<file path="src/rtl/core/csp_pkg.sv">
// Shared types and constants for the CIGAR string parser.
// Depends on nothing; imported by every module of the block.
package csp_pkg;

    // Record status codes
    localparam logic [2:0] ST_OK         = 3'd0;
    localparam logic [2:0] ST_EMPTY      = 3'd1;
    localparam logic [2:0] ST_BAD_FORMAT = 3'd2;
    localparam logic [2:0] ST_BAD_OP     = 3'd3;
    localparam logic [2:0] ST_OVERFLOW   = 3'd4;

    // Operation codes
    localparam logic [3:0] OP_M    = 4'd0;
    localparam logic [3:0] OP_I    = 4'd1;
    localparam logic [3:0] OP_D    = 4'd2;
    localparam logic [3:0] OP_N    = 4'd3;
    localparam logic [3:0] OP_S    = 4'd4;
    localparam logic [3:0] OP_H    = 4'd5;
    localparam logic [3:0] OP_P    = 4'd6;
    localparam logic [3:0] OP_EQ   = 4'd7;
    localparam logic [3:0] OP_X    = 4'd8;
    localparam logic [3:0] OP_NONE = 4'd15;

    // Result kinds
    localparam logic KIND_OP     = 1'b0;
    localparam logic KIND_STATUS = 1'b1;

    // Characters
    localparam logic [7:0] CH_STAR = 8'h2A;
    localparam logic [7:0] CH_ZERO = 8'h30;
    localparam logic [7:0] CH_NINE = 8'h39;

    // Result queue geometry
    localparam int RQ_DEPTH = 4;
    localparam int RQ_PTR_W = $clog2(RQ_DEPTH);
    localparam int RQ_CNT_W = $clog2(RQ_DEPTH + 1);

    typedef struct packed {
        logic        kind;
        logic [3:0]  op_code;
        logic [31:0] op_length;
        logic [2:0]  status;
        logic        eor;
    } result_t;

    // Results produced by one accepted character, in delivery order
    typedef struct packed {
        logic [1:0] count;
        result_t    first;
        result_t    second;
    } push_t;

    function automatic logic [3:0] op_of(input logic [7:0] c);
        logic [3:0] code;
        case (c)
            8'h4D:   code = OP_M;
            8'h49:   code = OP_I;
            8'h44:   code = OP_D;
            8'h4E:   code = OP_N;
            8'h53:   code = OP_S;
            8'h48:   code = OP_H;
            8'h50:   code = OP_P;
            8'h3D:   code = OP_EQ;
            8'h58:   code = OP_X;
            default: code = OP_NONE;
        endcase
        return code;
    endfunction

endpackage

</file>
<file path="src/rtl/core/csp_parser.sv">
// Per-character parse step: length accumulation, op decode, error latch.
// Depends on csp_pkg.
module csp_parser
    import csp_pkg::*;
#(
    parameter int LENGTH_BITS = 32
) (
    input  logic       aclk,
    input  logic       aresetn,
    input  logic       in_valid,
    input  logic [7:0] ch,
    input  logic       record_empty,
    input  logic       last_char,
    output push_t      push
);

    logic                     at_start_reg, at_start_next;
    logic                     have_digits_reg, have_digits_next;
    logic [LENGTH_BITS-1:0]   acc_reg, acc_next;
    logic                     ovf_reg, ovf_next;
    logic [2:0]               err_reg, err_next;

    logic [LENGTH_BITS+3:0]   prod;
    logic [LENGTH_BITS+31:0]  acc_wide;
    logic [3:0]               code;
    logic                     is_digit;
    logic                     op_valid;
    logic                     st_valid;
    logic [2:0]               st_val;
    result_t                  op_res;
    result_t                  st_res;

    // acc * 10 + digit; any bit above LENGTH_BITS means overflow
    assign prod = ({4'b0, acc_reg} << 3) + ({4'b0, acc_reg} << 1)
                + {{LENGTH_BITS{1'b0}}, ch[3:0]};
    assign acc_wide = {32'b0, acc_reg};
    assign code     = op_of(ch);
    assign is_digit = ch inside {[CH_ZERO:CH_NINE]};

    always_comb begin
        at_start_next    = at_start_reg;
        have_digits_next = have_digits_reg;
        acc_next         = acc_reg;
        ovf_next         = ovf_reg;
        err_next         = err_reg;
        op_valid         = 1'b0;
        st_valid         = 1'b0;
        st_val           = ST_OK;
        if (in_valid) begin
            if (record_empty) begin
                st_valid = 1'b1;
                if (at_start_reg) begin
                    st_val = ST_EMPTY;
                end else if (err_reg != ST_OK) begin
                    st_val = err_reg;
                end else if (have_digits_reg) begin
                    st_val = ST_BAD_FORMAT;
                end else begin
                    st_val = ST_OK;
                end
            end else begin
                if (err_reg == ST_OK) begin
                    if (at_start_reg && last_char && ch == CH_STAR) begin
                        err_next = ST_EMPTY;
                    end else if (is_digit) begin
                        have_digits_next = 1'b1;
                        if (!ovf_reg) begin
                            if (prod[LENGTH_BITS+3:LENGTH_BITS] != 4'b0) begin
                                ovf_next = 1'b1;
                            end else begin
                                acc_next = prod[LENGTH_BITS-1:0];
                            end
                        end
                    end else begin
                        // bad format outranks invalid op, which outranks overflow
                        if (!have_digits_reg) begin
                            err_next = ST_BAD_FORMAT;
                        end else if (code == OP_NONE) begin
                            err_next = ST_BAD_OP;
                        end else if (ovf_reg) begin
                            err_next = ST_OVERFLOW;
                        end else begin
                            op_valid = 1'b1;
                        end
                        have_digits_next = 1'b0;
                        acc_next         = '0;
                        ovf_next         = 1'b0;
                    end
                end
                at_start_next = 1'b0;
                if (last_char) begin
                    st_valid = 1'b1;
                    st_val   = err_next;
                    if (err_next == ST_OK && have_digits_next) begin
                        st_val = ST_BAD_FORMAT;
                    end
                end
            end
            // back to the idle record state after every record end
            if (st_valid) begin
                at_start_next    = 1'b1;
                have_digits_next = 1'b0;
                acc_next         = '0;
                ovf_next         = 1'b0;
                err_next         = ST_OK;
            end
        end
    end

    always_comb begin
        op_res.kind      = KIND_OP;
        op_res.op_code   = code;
        op_res.op_length = acc_wide[31:0];
        op_res.status    = ST_OK;
        op_res.eor       = 1'b0;
        st_res.kind      = KIND_STATUS;
        st_res.op_code   = OP_M;
        st_res.op_length = 32'b0;
        st_res.status    = st_val;
        st_res.eor       = 1'b1;
        push.count       = {1'b0, op_valid} + {1'b0, st_valid};
        push.first       = op_valid ? op_res : st_res;
        push.second      = st_res;
    end

    always_ff @(posedge aclk) begin
        if (!aresetn) begin
            at_start_reg    <= 1'b1;
            have_digits_reg <= 1'b0;
            acc_reg         <= '0;
            ovf_reg         <= 1'b0;
            err_reg         <= ST_OK;
        end else begin
            at_start_reg    <= at_start_next;
            have_digits_reg <= have_digits_next;
            acc_reg         <= acc_next;
            ovf_reg         <= ovf_next;
            err_reg         <= err_next;
        end
    end

endmodule

</file>
<file path="src/rtl/core/csp_result_queue.sv">
// Small result queue: takes up to two results a cycle, delivers one.
// Depends on csp_pkg.
module csp_result_queue
    import csp_pkg::*;
(
    input  logic    aclk,
    input  logic    aresetn,
    input  push_t   push,
    output logic    room,
    output logic    out_valid,
    input  logic    out_ready,
    output result_t out_data
);

    result_t               entry_reg [RQ_DEPTH];
    logic [RQ_PTR_W-1:0]   wr_ptr_reg, wr_ptr_next;
    logic [RQ_PTR_W-1:0]   rd_ptr_reg, rd_ptr_next;
    logic [RQ_CNT_W-1:0]   count_reg, count_next;
    logic [RQ_PTR_W-1:0]   wr_ptr_1;
    logic                  pop;

    assign pop       = out_valid && out_ready;
    assign out_valid = count_reg != '0;
    assign out_data  = entry_reg[rd_ptr_reg];
    // need space for the worst case of two results from one character
    assign room      = count_reg <= RQ_CNT_W'(RQ_DEPTH - 2);
    assign wr_ptr_1  = wr_ptr_reg + RQ_PTR_W'(1);

    always_comb begin
        wr_ptr_next = wr_ptr_reg + RQ_PTR_W'(push.count);
        rd_ptr_next = rd_ptr_reg + RQ_PTR_W'(pop);
        count_next  = count_reg + RQ_CNT_W'(push.count) - RQ_CNT_W'(pop);
    end

    always_ff @(posedge aclk) begin
        if (push.count != 2'd0) begin
            entry_reg[wr_ptr_reg] <= push.first;
        end
        if (push.count == 2'd2) begin
            entry_reg[wr_ptr_1] <= push.second;
        end
    end

    always_ff @(posedge aclk) begin
        if (!aresetn) begin
            wr_ptr_reg <= '0;
            rd_ptr_reg <= '0;
            count_reg  <= '0;
        end else begin
            wr_ptr_reg <= wr_ptr_next;
            rd_ptr_reg <= rd_ptr_next;
            count_reg  <= count_next;
        end
    end

endmodule

</file>
<file path="src/rtl/core/cigar_string_parser.sv">
// Top level of the CIGAR string parser: stream ports, parse step, result queue.
// Depends on csp_pkg, csp_parser and csp_result_queue.
//
// The block takes one CIGAR character per transfer and accepts a new character
// every cycle while s_tready is high. Digits build an operation length; each
// valid letter (M I D N S H P = X) produces an operation result. The
// character that ends a record (tlast, or tuser for a record with no CIGAR)
// also produces a status result; when that character is a letter, the
// operation result comes first and the status follows it. Results wait in a
// four-entry queue; s_tready drops while fewer than two entries are free, and
// the sustained rate is one character per cycle while m_tready
// stays high. Operations of a failed record are still delivered; drop them
// when the status is nonzero. The first error of a record is held and the
// rest of its characters are ignored.
module cigar_string_parser
    import csp_pkg::*;
#(
    parameter int LENGTH_BITS = 32
) (
    input  logic        aclk,
    input  logic        aresetn,
    input  logic        s_tvalid,
    output logic        s_tready,
    input  logic [7:0]  s_tdata,   // [7:0] ch
    input  logic        s_tuser,   // [0] record_empty
    input  logic        s_tlast,   // last_char
    output logic        m_tvalid,
    input  logic        m_tready,
    output logic [39:0] m_tdata,   // [3:0] op_code, [35:4] op_length, [38:36] status
    output logic        m_tuser,   // [0] result_kind
    output logic        m_tlast    // end_of_record
);

    push_t   push;
    result_t out_res;
    logic    room;
    logic    in_xfer;

    // accept a transfer only when the queue can hold both possible results
    assign s_tready = room;
    assign in_xfer  = s_tvalid && room;

    csp_parser #(
        .LENGTH_BITS (LENGTH_BITS)
    ) u_parser (
        .aclk         (aclk),
        .aresetn      (aresetn),
        .in_valid     (in_xfer),
        .ch           (s_tdata),
        .record_empty (s_tuser),
        .last_char    (s_tlast),
        .push         (push)
    );

    csp_result_queue u_queue (
        .aclk      (aclk),
        .aresetn   (aresetn),
        .push      (push),
        .room      (room),
        .out_valid (m_tvalid),
        .out_ready (m_tready),
        .out_data  (out_res)
    );

    // pack the result fields, lowest bit first, zero-filled to a byte
    assign m_tdata = {1'b0, out_res.status, out_res.op_length, out_res.op_code};
    assign m_tuser = out_res.kind;
    assign m_tlast = out_res.eor;

endmodule
</file>
<file path="config.mk">
export PLATFORM = sky130hd
export DESIGN_NAME = cigar_string_parser
export DESIGN_NICKNAME = d
export VERILOG_FILES = /design/src/rtl/core/csp_pkg.sv /design/src/rtl/core/csp_parser.sv /design/src/rtl/core/csp_result_queue.sv /design/src/rtl/core/cigar_string_parser.sv
export SDC_FILE = /design/constraint.sdc
export NUM_CORES = 1
export LEC_CHECK = 0
export CAP_MARGIN = 0
export CORE_MARGIN = 5
export CORE_UTILIZATION = 32
export DETAILED_ROUTE_END_ITERATION = 7
export DONT_BUFFER_PORTS = 1
export PLACE_DENSITY = 0.53
export SYNTH_ARGS = -nofsm -noshare
export SYNTH_HDL_FRONTEND = slang
export SYNTH_SLANG_ARGS = --single-unit
</file>
<file path="constraint.sdc">
create_clock -name aclk -period 8.1 [get_ports aclk]
set_clock_uncertainty 0.15 [all_clocks]
set_input_delay 0.405 -clock aclk [delete_from_list [all_inputs] [get_ports aclk]]
set_output_delay 0.405 -clock aclk [all_outputs]
set_load 0.005 [all_outputs]
</file>
==> results of run 1 <==
## metrics by stage
step | hold WS (ns) | power, µW | util [%]
after floorplan | 0.2685 | 1322 | -
after global placement | 0.2801 | 1393 | 33.39
after detailed placement | 0.2841 | 1397 | 33.39
after CTS | 0.05990 | 2424 | 35.73
after global routing | 0.1128 | 2499 | 35.73
final | 0.06857 | 2401 | 35.73
## metal layers
| metal | vias to the layer above | global-route usage (%) | wire (µm) | share of wire [%] |
|---|---|---|---|---|
| li1 | 4083 | - | - | - |
| met1 | 4273 | 21.05 | 14190 | 48 |
| met2 | 182 | 25.43 | 14090 | 47 |
| met3 | 31 | 1.981 | 1089 | 3.7 |
| met4 | 0 | 3.252 | 451 | 1.5 |
| met5 | - | 0 | 0 | 0 |
## logic make-up (layout without fill, tap and decap cells)
group | after synthesis | after routing | share of synthesized area (%)
xor gates and xnor gates | 17 | 17 | 1.380
and+or+nand+nor | 283 | 283 | 13.12
adders and majority gates | 73 | 73 | 8.672
other | 1 | 1 | 0.03475
buffers and inverters | 102 | 86 | 3.930
muxes | 45 | 45 | 8.823
AOI/OAI and AO/OA | 349 | 349 | 24.89
DFF | 205 | 205 | 39.14
## worst min-delay path, cell delays in order
cell,delay (ns)
a31oi_1,0.06
nor2_1,0.13
o31ai_1,0.09
## layout by cell type, fill, tap and decap left out, types with 8 or more instances in the layout
cell type and n:
clkbuf_16 22, mux4_2 40, nand4_1 10, or3_1 10
a21o_1 10, ha_1 70, inv_1 31, a22o_1 131
a31oi_1 8, xnor2_1 10, edfxtp_1 12, nand3_1 22
a211oi_1 8, nand2b_1 11, nor2_1 49, dfxtp_1 191
nor3_1 19, o21ai_0 47, and3_1 8, and2_1 14
a21oi_1 36, a31o_2 21, buf_4 11, nand2_1 99
o41ai_1 21
## final cells by class
type | instances | area [µm²]
clock buffer | 27 | 599.3
tap | 448 | 560.5
inverter | 31 | 116.4
fill | 3333 | 21500
sequential | 205 | 4227
timing repair buffer | 15 | 122.6
multi-input combinational | 768 | 6183
clock inverter | 13 | 142.6
## synth_stat cells (all sizes together), types with 8 or more instances
cell / count
ha: 70
inv: 31
nand3: 22
a22o: 131
xnor2: 10
nand2b: 11
mux4: 40
a31oi: 9
and3: 8
nand4: 10
a211oi: 9
a21oi: 39
a31o: 21
buf: 34
nor2: 54
clkbuf: 37
a21o: 10
o41ai: 21
o21ai: 48
nand2: 99
nor3: 20
dfxtp: 193
or3: 10
and2: 16
edfxtp: 12
## where the power goes
group          leakage, µW  total [µW]  switching, µW  internal (µW)
clock             0.000369        1030            432            598
sequential         0.00167        1080           32.4           1050
combinational      0.00269         293            177            116
## worst min path at each step
stage	end	slack, ns	cells after the start
floorplan	u_queue.entry_reg[1][0]	0.27	2
global placement	u_queue.entry_reg[1][0]	0.28	2
detailed placement	u_queue.entry_reg[1][0]	0.28	2
CTS	u_queue.entry_reg[1][38]	0.06	3
global route	u_queue.entry_reg[1][38]	0.11	3
finish	u_queue.entry_reg[1][38]	0.07	3
==> reports/metrics.cfg, run 1 <==
[status]
status=completed

[synth]
seq_area_frac_synth_pct=39.14
yosys_register_bits=205
syn-num-nets=1162
synth_warnings=0
netlist_instances=1075
synthTopCellsByArea=dfxtp_1, a22o_1, mux4_2, ha_1, nand2_1
synth_area_mm2=0.01079
synth_edf_count=12
synth_top_cell_area_share_pct=35.80
synthArstFlopShare_pct=0
avgSynthCellArea_um2=10.04
yosys.area.top_type=dfxtp_1
ys_types=79
ys.flop_type=dfxtp_1

[power]
peakVddDrop_mv=0.1550
p_per_area_mw_per_mm2=200.9
p_leak_uw=0.004726

[global_routing]
grt_pass1_wl_um=47340
antenna_found_initial=0
grtUsageTotal_pct=15.17
grt_max_degree=42
overflow=0
grt_pass1_vias=8254

[drt]
dr.pass1.iters=7
viasPerCell=5.686
drt_iter0_drc=647
wl_um=29820
post_drt_wl_per_cell_um=19.78
via_count=8569
drc=0
ant_nets=0

[worst_setup_path]
cp_slowest_stage_delay_ns=0.75
rr_worst_depth=12
critical_path_arrival_ns=4.74
start_kind=flop
reg2reg_from=u_parser.acc_reg[0]
cp_num_buf_inv=2
cp_max_fo=25
cp.required_ns=8.32
critical_path.cell_chain=inv_1, fa_1, inv_1, fa_1, a21oi_1, nand4b_4, a211o_1, a211oi_2, o2111a_1, or3_1, nor4_2, o22ai_1
crit_family=simple AND/OR/NAND/NOR gates
criticalPathCategory=flop to flop
worstSetupEndpoint=u_parser.acc_reg[30]
crit_path_top_delay_cell=or3_1
worstSetupPathDepth=12
end_kind=flop
reg2reg_slack_ns=3.57
regToRegEndpoint=u_parser.acc_reg[30]
startpoint=u_parser.acc_reg[0]

[floorplan]
dieArea_mm2=0.03750
die_h_um=193.6
pin_count=58
fp.dieW_um=193.6
core_mm2=0.03345
initial_core_util_pct=32.26
row_count=67

[timing]
rsz0062_at_grt=no
post-route-min-period_ns=4.525
hold_viol=0
slew_viol_final=0
fmax_mhz=221.0
postLayoutSetupSlackWorst_ns=3.575
tightestPinTransition_ns=1.168
relSlewSlack_pct=22.10
min_period_over_period_pct=55.87
finalSetupViolCount=0
setup_tns_ns=0

[place]
place_ws_ns=3.632
place_area_mm2=0.01117
gp_congestion=0.8340
dp_cells=1463
portBuffers=0
dp.final_hpwl_um=19930

[clock_network]
clk_latency_ns=0.52
cts_setup_buffers=0
cts.sinks=205
clockBufferDepth=3
cts.repair.resized=0
cts_buffers=22
cts_tree=built
clk_pin_slew_ns=0.07
cts_hold_buf=4
clockRootBuffer=clkbuf_16
cts_htree_levels=1

[layout]
num_antenna_cells=0
drive_gt1_share_pct=12.94
fin_cells=1507
largest_reg_flops=160
fin_nets=1130
stdcell_area_mm2=0.01195
area_growth_pct=10.75

[job]
maxCapViolCount=0

[min_path]
min_path_type=primary input to flop
min-delay-start=s_tdata[0]

No activity file was read; power rests on OpenSTA's default activity.
==> run 2, diff against run 1 <==
- ABC_AREA: default -> 1
- PLACE_DENSITY: 0.53 -> 0.54
- clock period: 8.1 -> 3.7 ns (I/O delays scaled with it)
==> reports/metrics.cfg, run 2 <==
[timing]
post-route-min-period_ns=3.398  ; -1.128 ns
tightestPinTransition_ns=0.8688  ; -0.2997 ns
fmax_mhz=294.3  ; +33%
min_period_over_period_pct=91.83  ; +36 points
setup_tns_ns=0  ; unchanged
relSlewSlack_pct=42.00  ; +20 points
slew_viol_final=0  ; unchanged
hold_viol=0  ; unchanged
rsz0062_at_grt=no
finalSetupViolCount=0  ; unchanged
fin_hold_ws_ns=0.07858  ; +0.01001 ns

[floorplan]
initial_core_util_pct=32.45  ; +0.19 points
fp.dieW_um=197.2  ; +1.8%
die_h_um=197.2  ; +1.8%
row_count=68  ; +1.5%
dieArea_mm2=0.03887  ; +3.7%
core_mm2=0.03454  ; +3.3%
pin_count=58  ; unchanged

[synth]
yosys-top-cells-count=nand2_1, inv_1, dfxtp_1
synthTopCellsByArea=dfxtp_1, nand2_1, inv_1, o22ai_1, ha_1
syn-num-nets=1702  ; +46%
avgSynthCellArea_um2=6.941  ; -31%
synth_top_cell_area_share_pct=34.47  ; -1.3 points
yosys_register_bits=205  ; unchanged
synth_warnings=0  ; unchanged
ys.flop_type=dfxtp_1
seq_area_frac_synth_pct=37.68  ; -1.5 points
synthArstFlopShare_pct=0  ; unchanged
synth.most_common_cell=nand2_1
ys_types=43  ; -46%
synth_area_mm2=0.01121  ; +3.9%
netlist_instances=1615  ; +50%
synth_edf_count=12  ; unchanged
yosys.area.top_type=dfxtp_1

[drt]
wl_um=32020  ; +7.4%
ant_nets=0  ; unchanged
drc=0  ; unchanged
via_count=10090  ; +18%
dr.pass1.iters=4  ; -3
viasPerCell=4.899  ; -14%
post_drt_wl_per_cell_um=15.55  ; -21%
drt_iter0_drc=475  ; -27%

[clock_network]
cts.repair.resized=0  ; unchanged
cts_tree=built
cts_htree_levels=1  ; unchanged
clockRootBuffer=clkbuf_16
cts.sinks=205  ; unchanged
cts_buffers=22  ; unchanged
clk_pin_slew_ns=0.06  ; about the same
clockBufferDepth=3  ; unchanged
clk_latency_ns=0.50  ; -0.02 ns
cts_hold_buf=8  ; +4
cts_setup_buffers=0  ; unchanged

[power]
pwr-share-seq_pct=39.9  ; -5.0 points
combPwrFrac_pct=33.8  ; +22 points
p_leak_uw=0.006113  ; +29%
peakVddDrop_mv=0.3999  ; +160%
p_sw_share_pct=36.26  ; +9.6 points
power.internal_uw=5355  ; +200%
clkPwrFrac_pct=26.3  ; -17 points
p_per_area_mw_per_mm2=673.8  ; +240%
p_switching_uw=3046  ; +380%

[min_path]
min-delay-start=s_tdata[2]
min_path_type=primary input to flop

[global_routing]
use_met2_pct=27.67  ; +2.2 points
grt_util_met1_pct=22.07  ; +1.0 points
antenna_found_initial=0  ; unchanged
grt_util_met3_pct=1.654  ; -0.33 points
overflow=0  ; unchanged
grtUsageTotal_pct=16.13  ; +0.96 points
gr-max-usage-layer=met2
grt_pass1_wl_um=52190  ; +10%
grt_pass1_vias=9992  ; +21%
grt_max_degree=62  ; +48%

[worst_setup_path]
cp.required_ns=3.95  ; -4.37 ns
worstSetupEndpoint=u_queue.count_reg[1]
criticalPathCategory=flop to flop
reg2reg_slack_ns=0.30  ; -3.27 ns
end_kind=flop
start_kind=flop
regToRegEndpoint=u_queue.count_reg[1]
rr_worst_depth=15  ; +3
reg2reg_from=u_parser.at_start_reg
critical_path_arrival_ns=3.65  ; -1.09 ns
cp_max_fo=7  ; -72%
startpoint=u_parser.at_start_reg

[layout]
drive_gt1_share_pct=5.798  ; -7.1 points
multi_input_area_mm2=0.005657  ; -8.5%
num_antenna_cells=0  ; unchanged
fin_nets=1676  ; +48%
register_area_mm2=0.004225  ; about the same
fillers=3747  ; +12%
fin_cells=2059  ; +37%
area_growth_pct=11.23
final_cell_mix=nand2_1, inv_1, dfxtp_1, a21oi_1, o22ai_1
layout_commonest_cell=nand2_1
largest_reg_flops=160  ; unchanged
stdcell_area_mm2=0.01247  ; +4.3%

[place]
portBuffers=0  ; unchanged
dp_cells=2012  ; +38%
dp.final_hpwl_um=22080  ; +11%
place_area_mm2=0.01164  ; +4.2%
gp_congestion=0.8516  ; +2.1%

[job]
maxCapViolCount=0  ; unchanged

[status]
status=completed

run 2: logic make-up after synthesis:
kind of cell,synth area share (%)
flip-flops,37.68
XOR/XNOR,0.3907
adder cells (fa/ha/maj),8.349
other,0.03345
AND/OR/NAND/NOR,21.54
AO/OA/AOI/OAI,20.01
buffers and inverters,11.99
run 2: cell type report:
type	instances	area share, %
multi-input cells	1062	45.37
inverters	273	8.229
well taps	455	4.566
repair buffers	25	2.047
flip-flops and latches	205	33.89
clock buffers	35	5.539
clock inverters	4	0.3613
run 2: critical path, cell delays in order, from the launching register on:
cell and delay, ns:
dfxtp_1 0.38, nand4_1 0.13, nor4_1 0.43, nor2_1 0.08, nand2_1 0.14, nor3_2 0.08
nand2_2 0.14, inv_2 0.05, ha_1 0.20, inv_1 0.15, ha_1 0.25, inv_1 0.08
fa_1 0.39, nand2_1 0.07, dlygate4sd3_1 0.54, inv_1 0.04
run 2: worst min path at each step:
stage                                          end  slack, ns  cells after the start
after global placement        u_queue.count_reg[1]       0.14                      2
after global routing      u_queue.entry_reg[0][39]       0.15                      5
after detailed placement      u_queue.count_reg[1]       0.14                      2
final                          u_parser.acc_reg[2]       0.08                      7
after floorplan                u_parser.err_reg[1]       0.18                      2
after CTS                      u_parser.acc_reg[2]       0.07                      7
run 2: layer usage:
layer  part of all wire, %  vias to the layer above
met3                   3.1                       42
met1                    49                     4665
met5                     0                        -
li1                      -                     5243
met2                    46                      138
met4                   1.7                        0
run 2: power groups by stage:
stage / clock network (µW) / registers (µW) / logic [µW]
global placement: 0 / 3370 / 2780
detailed placement: 0 / 3390 / 2830
global route: 2360 / 3440 / 3280
finish: 2210 / 3350 / 2840
floorplan: 0 / 3270 / 2230
CTS: 2280 / 3340 / 2870
run 2: metrics by stage:
step           setup WS, ns  total power, µW  util [%]
3_5_place_dp         0.3556             6227     33.70
4_1_cts              0.2276             8488     36.09
6_report             0.3024             8401     36.09
5_1_grt            0.004906             9070     36.09
3_3_place_gp         0.4372             6150     33.70
2_1_floorplan        0.7130             5500         -
==> run 3, diff against run 2 <==
- ABC_AREA: 1 -> default
- CORE_MARGIN: 5 -> default
- MAX_ROUTING_LAYER: default -> met4
==> reports/metrics.cfg, run 3 (synthesized netlist as in run 1, its figures left out) <==
[status]
status=completed

[clock_network]
cts_tree=built
clockRootBuffer=clkbuf_16
clk_pin_slew_ns=0.07  ; about the same
clockBufferDepth=3  ; unchanged
cts_htree_levels=1  ; unchanged
clk_latency_ns=0.52  ; +0.02 ns
cts.sinks=205  ; unchanged
cts_buffers=22  ; unchanged

[place]
place_area_mm2=0.01177  ; +1.1%
gp_congestion=0.8763  ; +2.9%
portBuffers=0  ; unchanged
dp.final_hpwl_um=21030  ; -4.8%

[worst_setup_path]
cp_max_fo=7  ; unchanged
criticalPathCategory=flop to flop
reg2reg_slack_ns=0.10  ; -0.20 ns
regToRegEndpoint=u_parser.acc_reg[0]
crit_path_top_delay_cell=or4_4
reg2reg_from=u_parser.acc_reg[1]
crit_family=simple AND/OR/NAND/NOR gates
rr_worst_depth=11  ; -4
start_kind=flop
cp_common_cell=ha_1
cp_num_buf_inv=0  ; -5
cp.required_ns=3.96  ; about the same
end_kind=flop
critical_path_arrival_ns=3.86  ; +0.21 ns
critical_path.cell_chain=ha_1, ha_1, fa_2, a21oi_2, nand4b_4, a211o_1, a211oi_2, o2111a_1, or3_4, or4_4, a32o_1
cp_slowest_stage_delay_ns=0.55  ; about the same

[layout]
num_antenna_cells=0  ; unchanged
fin_nets=1224  ; -27%
stdcell_area_mm2=0.01271  ; +1.9%
final_util_pct=38.66  ; +2.6 points
area_growth_pct=17.74
final_cell_mix=dfxtp_1, a22o_1, nand2_1, buf_4, ha_1
layout_commonest_cell=dfxtp_1
largest_reg_flops=160  ; unchanged
drive_gt1_share_pct=20.23  ; +14 points

[timing]
slew_viol_final=0  ; unchanged
relSlewSlack_pct=41.77  ; -0.23 points
fin_hold_ws_ns=0.006086  ; -0.07249 ns
tightestPinTransition_ns=0.8735  ; +0.004752 ns
rsz0062_at_grt=yes
post-route-min-period_ns=3.599  ; +0.2019 ns
fmax_mhz=277.8  ; -5.6%
hold_viol=0  ; unchanged
finalSetupViolCount=0  ; unchanged
min_period_over_period_pct=97.28  ; +5.5 points

[drt]
drt_iter0_drc=519  ; +9.3%
wl_um=30370  ; -5.2%
ant_nets=0  ; unchanged
drc=0  ; unchanged
post_drt_wl_per_cell_um=19.05  ; +23%
dr.pass1.iters=5  ; +1
via_count=8858  ; -12%
viasPerCell=5.557  ; +13%

[floorplan]
die_h_um=185.6  ; -5.8%
initial_core_util_pct=32.83  ; +0.38 points
row_count=66  ; -2.9%
core_mm2=0.03287  ; -4.9%
dieArea_mm2=0.03446  ; -11%
fp.dieW_um=185.6  ; -5.8%
pin_count=58  ; unchanged

[global_routing]
overflow=0  ; unchanged
grt_pass1_wl_um=48090  ; -7.9%
grt_max_degree=38  ; -39%
grt_pass1_vias=8658  ; -13%
grtUsageTotal_pct=18.10  ; +2.0 points
antenna_found_initial=0  ; unchanged

[min_path]
worstHoldPathCells=4  ; -3
min-delay-start=s_tuser
min_path_type=primary input to flop
min_to=u_queue.entry_reg[1][3]

[power]
peakVddDrop_mv=0.3710  ; -7.2%
p_leak_uw=0.005206  ; -15%
p_per_area_mw_per_mm2=408.1  ; -39%

[job]
maxCapViolCount=0  ; unchanged

## run 3: changes by cell type in the layout (fill, tap and decap cells not counted), sizes merged, moves of 27 or more
cell   delta
buf      +75
nand2   -234
a22o    +131
nor2     -93
o21ai    -27
inv     -240
o22ai   -142
a21oi   -120
mux4     +40
nand3    -34
## run 3: repair_timing
action                                  4_1_cts  5_1_grt
endpoints found under the setup margin        5       33
hold endpoints to repair                     36        0
hold buffers                                 16        0
resized for setup                             1       22
buffers inserted                              0        1
pin swaps                                     0       13
## run 3: stage by stage
| stage | cells | power, µW | TNS, ns | setup WS [ns] |
|---|---|---|---|---|
| 4_1_cts | 1593 | 5240 | 0 | 0.02781 |
| 5_1_grt | 1594 | 5399 | -0.1064 | -0.02987 |
| 2_1_floorplan | 1075 | 2894 | 0 | 0.06176 |
| 6_report | 1594 | 5186 | 0 | 0.1005 |
| 3_3_place_gp | 1538 | 3061 | 0 | 0.05835 |
| 3_5_place_dp | 1538 | 3068 | -0.002835 | -0.002835 |
## run 3: area by class of cell
type / instances / area [µm²]
clock buffers: 28 / 573.1
clock inverters: 11 / 122.6
fillers: 3256 / 20160
inverters: 31 / 116.4
multi-input cells: 768 / 6245
flip-flops and latches: 205 / 4238
well taps: 442 / 553.0
repair buffers: 109 / 858.3
## run 3: worst max path at each step
stage | start | end | slack [ns] | cells after the start
detailed placement | u_parser.acc_reg[20] | u_parser.acc_reg[20] | -0.003 | 13
global route | u_parser.acc_reg[2] | u_parser.acc_reg[2] | -0.03 | 12
finish | u_parser.acc_reg[1] | u_parser.acc_reg[0] | 0.10 | 11
floorplan | s_tdata[3] | u_parser.acc_reg[0] | 0.06 | 14
global placement | u_parser.acc_reg[20] | u_parser.acc_reg[7] | 0.06 | 12
CTS | u_parser.acc_reg[27] | u_parser.acc_reg[20] | 0.03 | 12
## run 3: report_power, final
group	switching, µW	total, µW	internal, µW
clock network	909	2150	1240
logic	331	612	281
registers	133	2420	2290
## run 3: worst reg2reg max path, cell delays in order, from the launching register on
cell and delay [ns]:
dfxtp_4 0.37, ha_1 0.28, ha_1 0.24, fa_2 0.41, a21oi_2 0.17, nand4b_4 0.16
a211o_1 0.20, a211oi_2 0.09, o2111a_1 0.28, or3_4 0.35, or4_4 0.55, a32o_1 0.24
## run 3: layer usage
metal  global-route usage [%]  vias to the layer above  wire length (µm)
li1                         -                     4272                 -
met1                    23.56                     4364             14270
met2                    30.01                      190             14170
met3                    1.917                       32              1438
met4                    4.393                        0               496
met5                        -                        -                 0
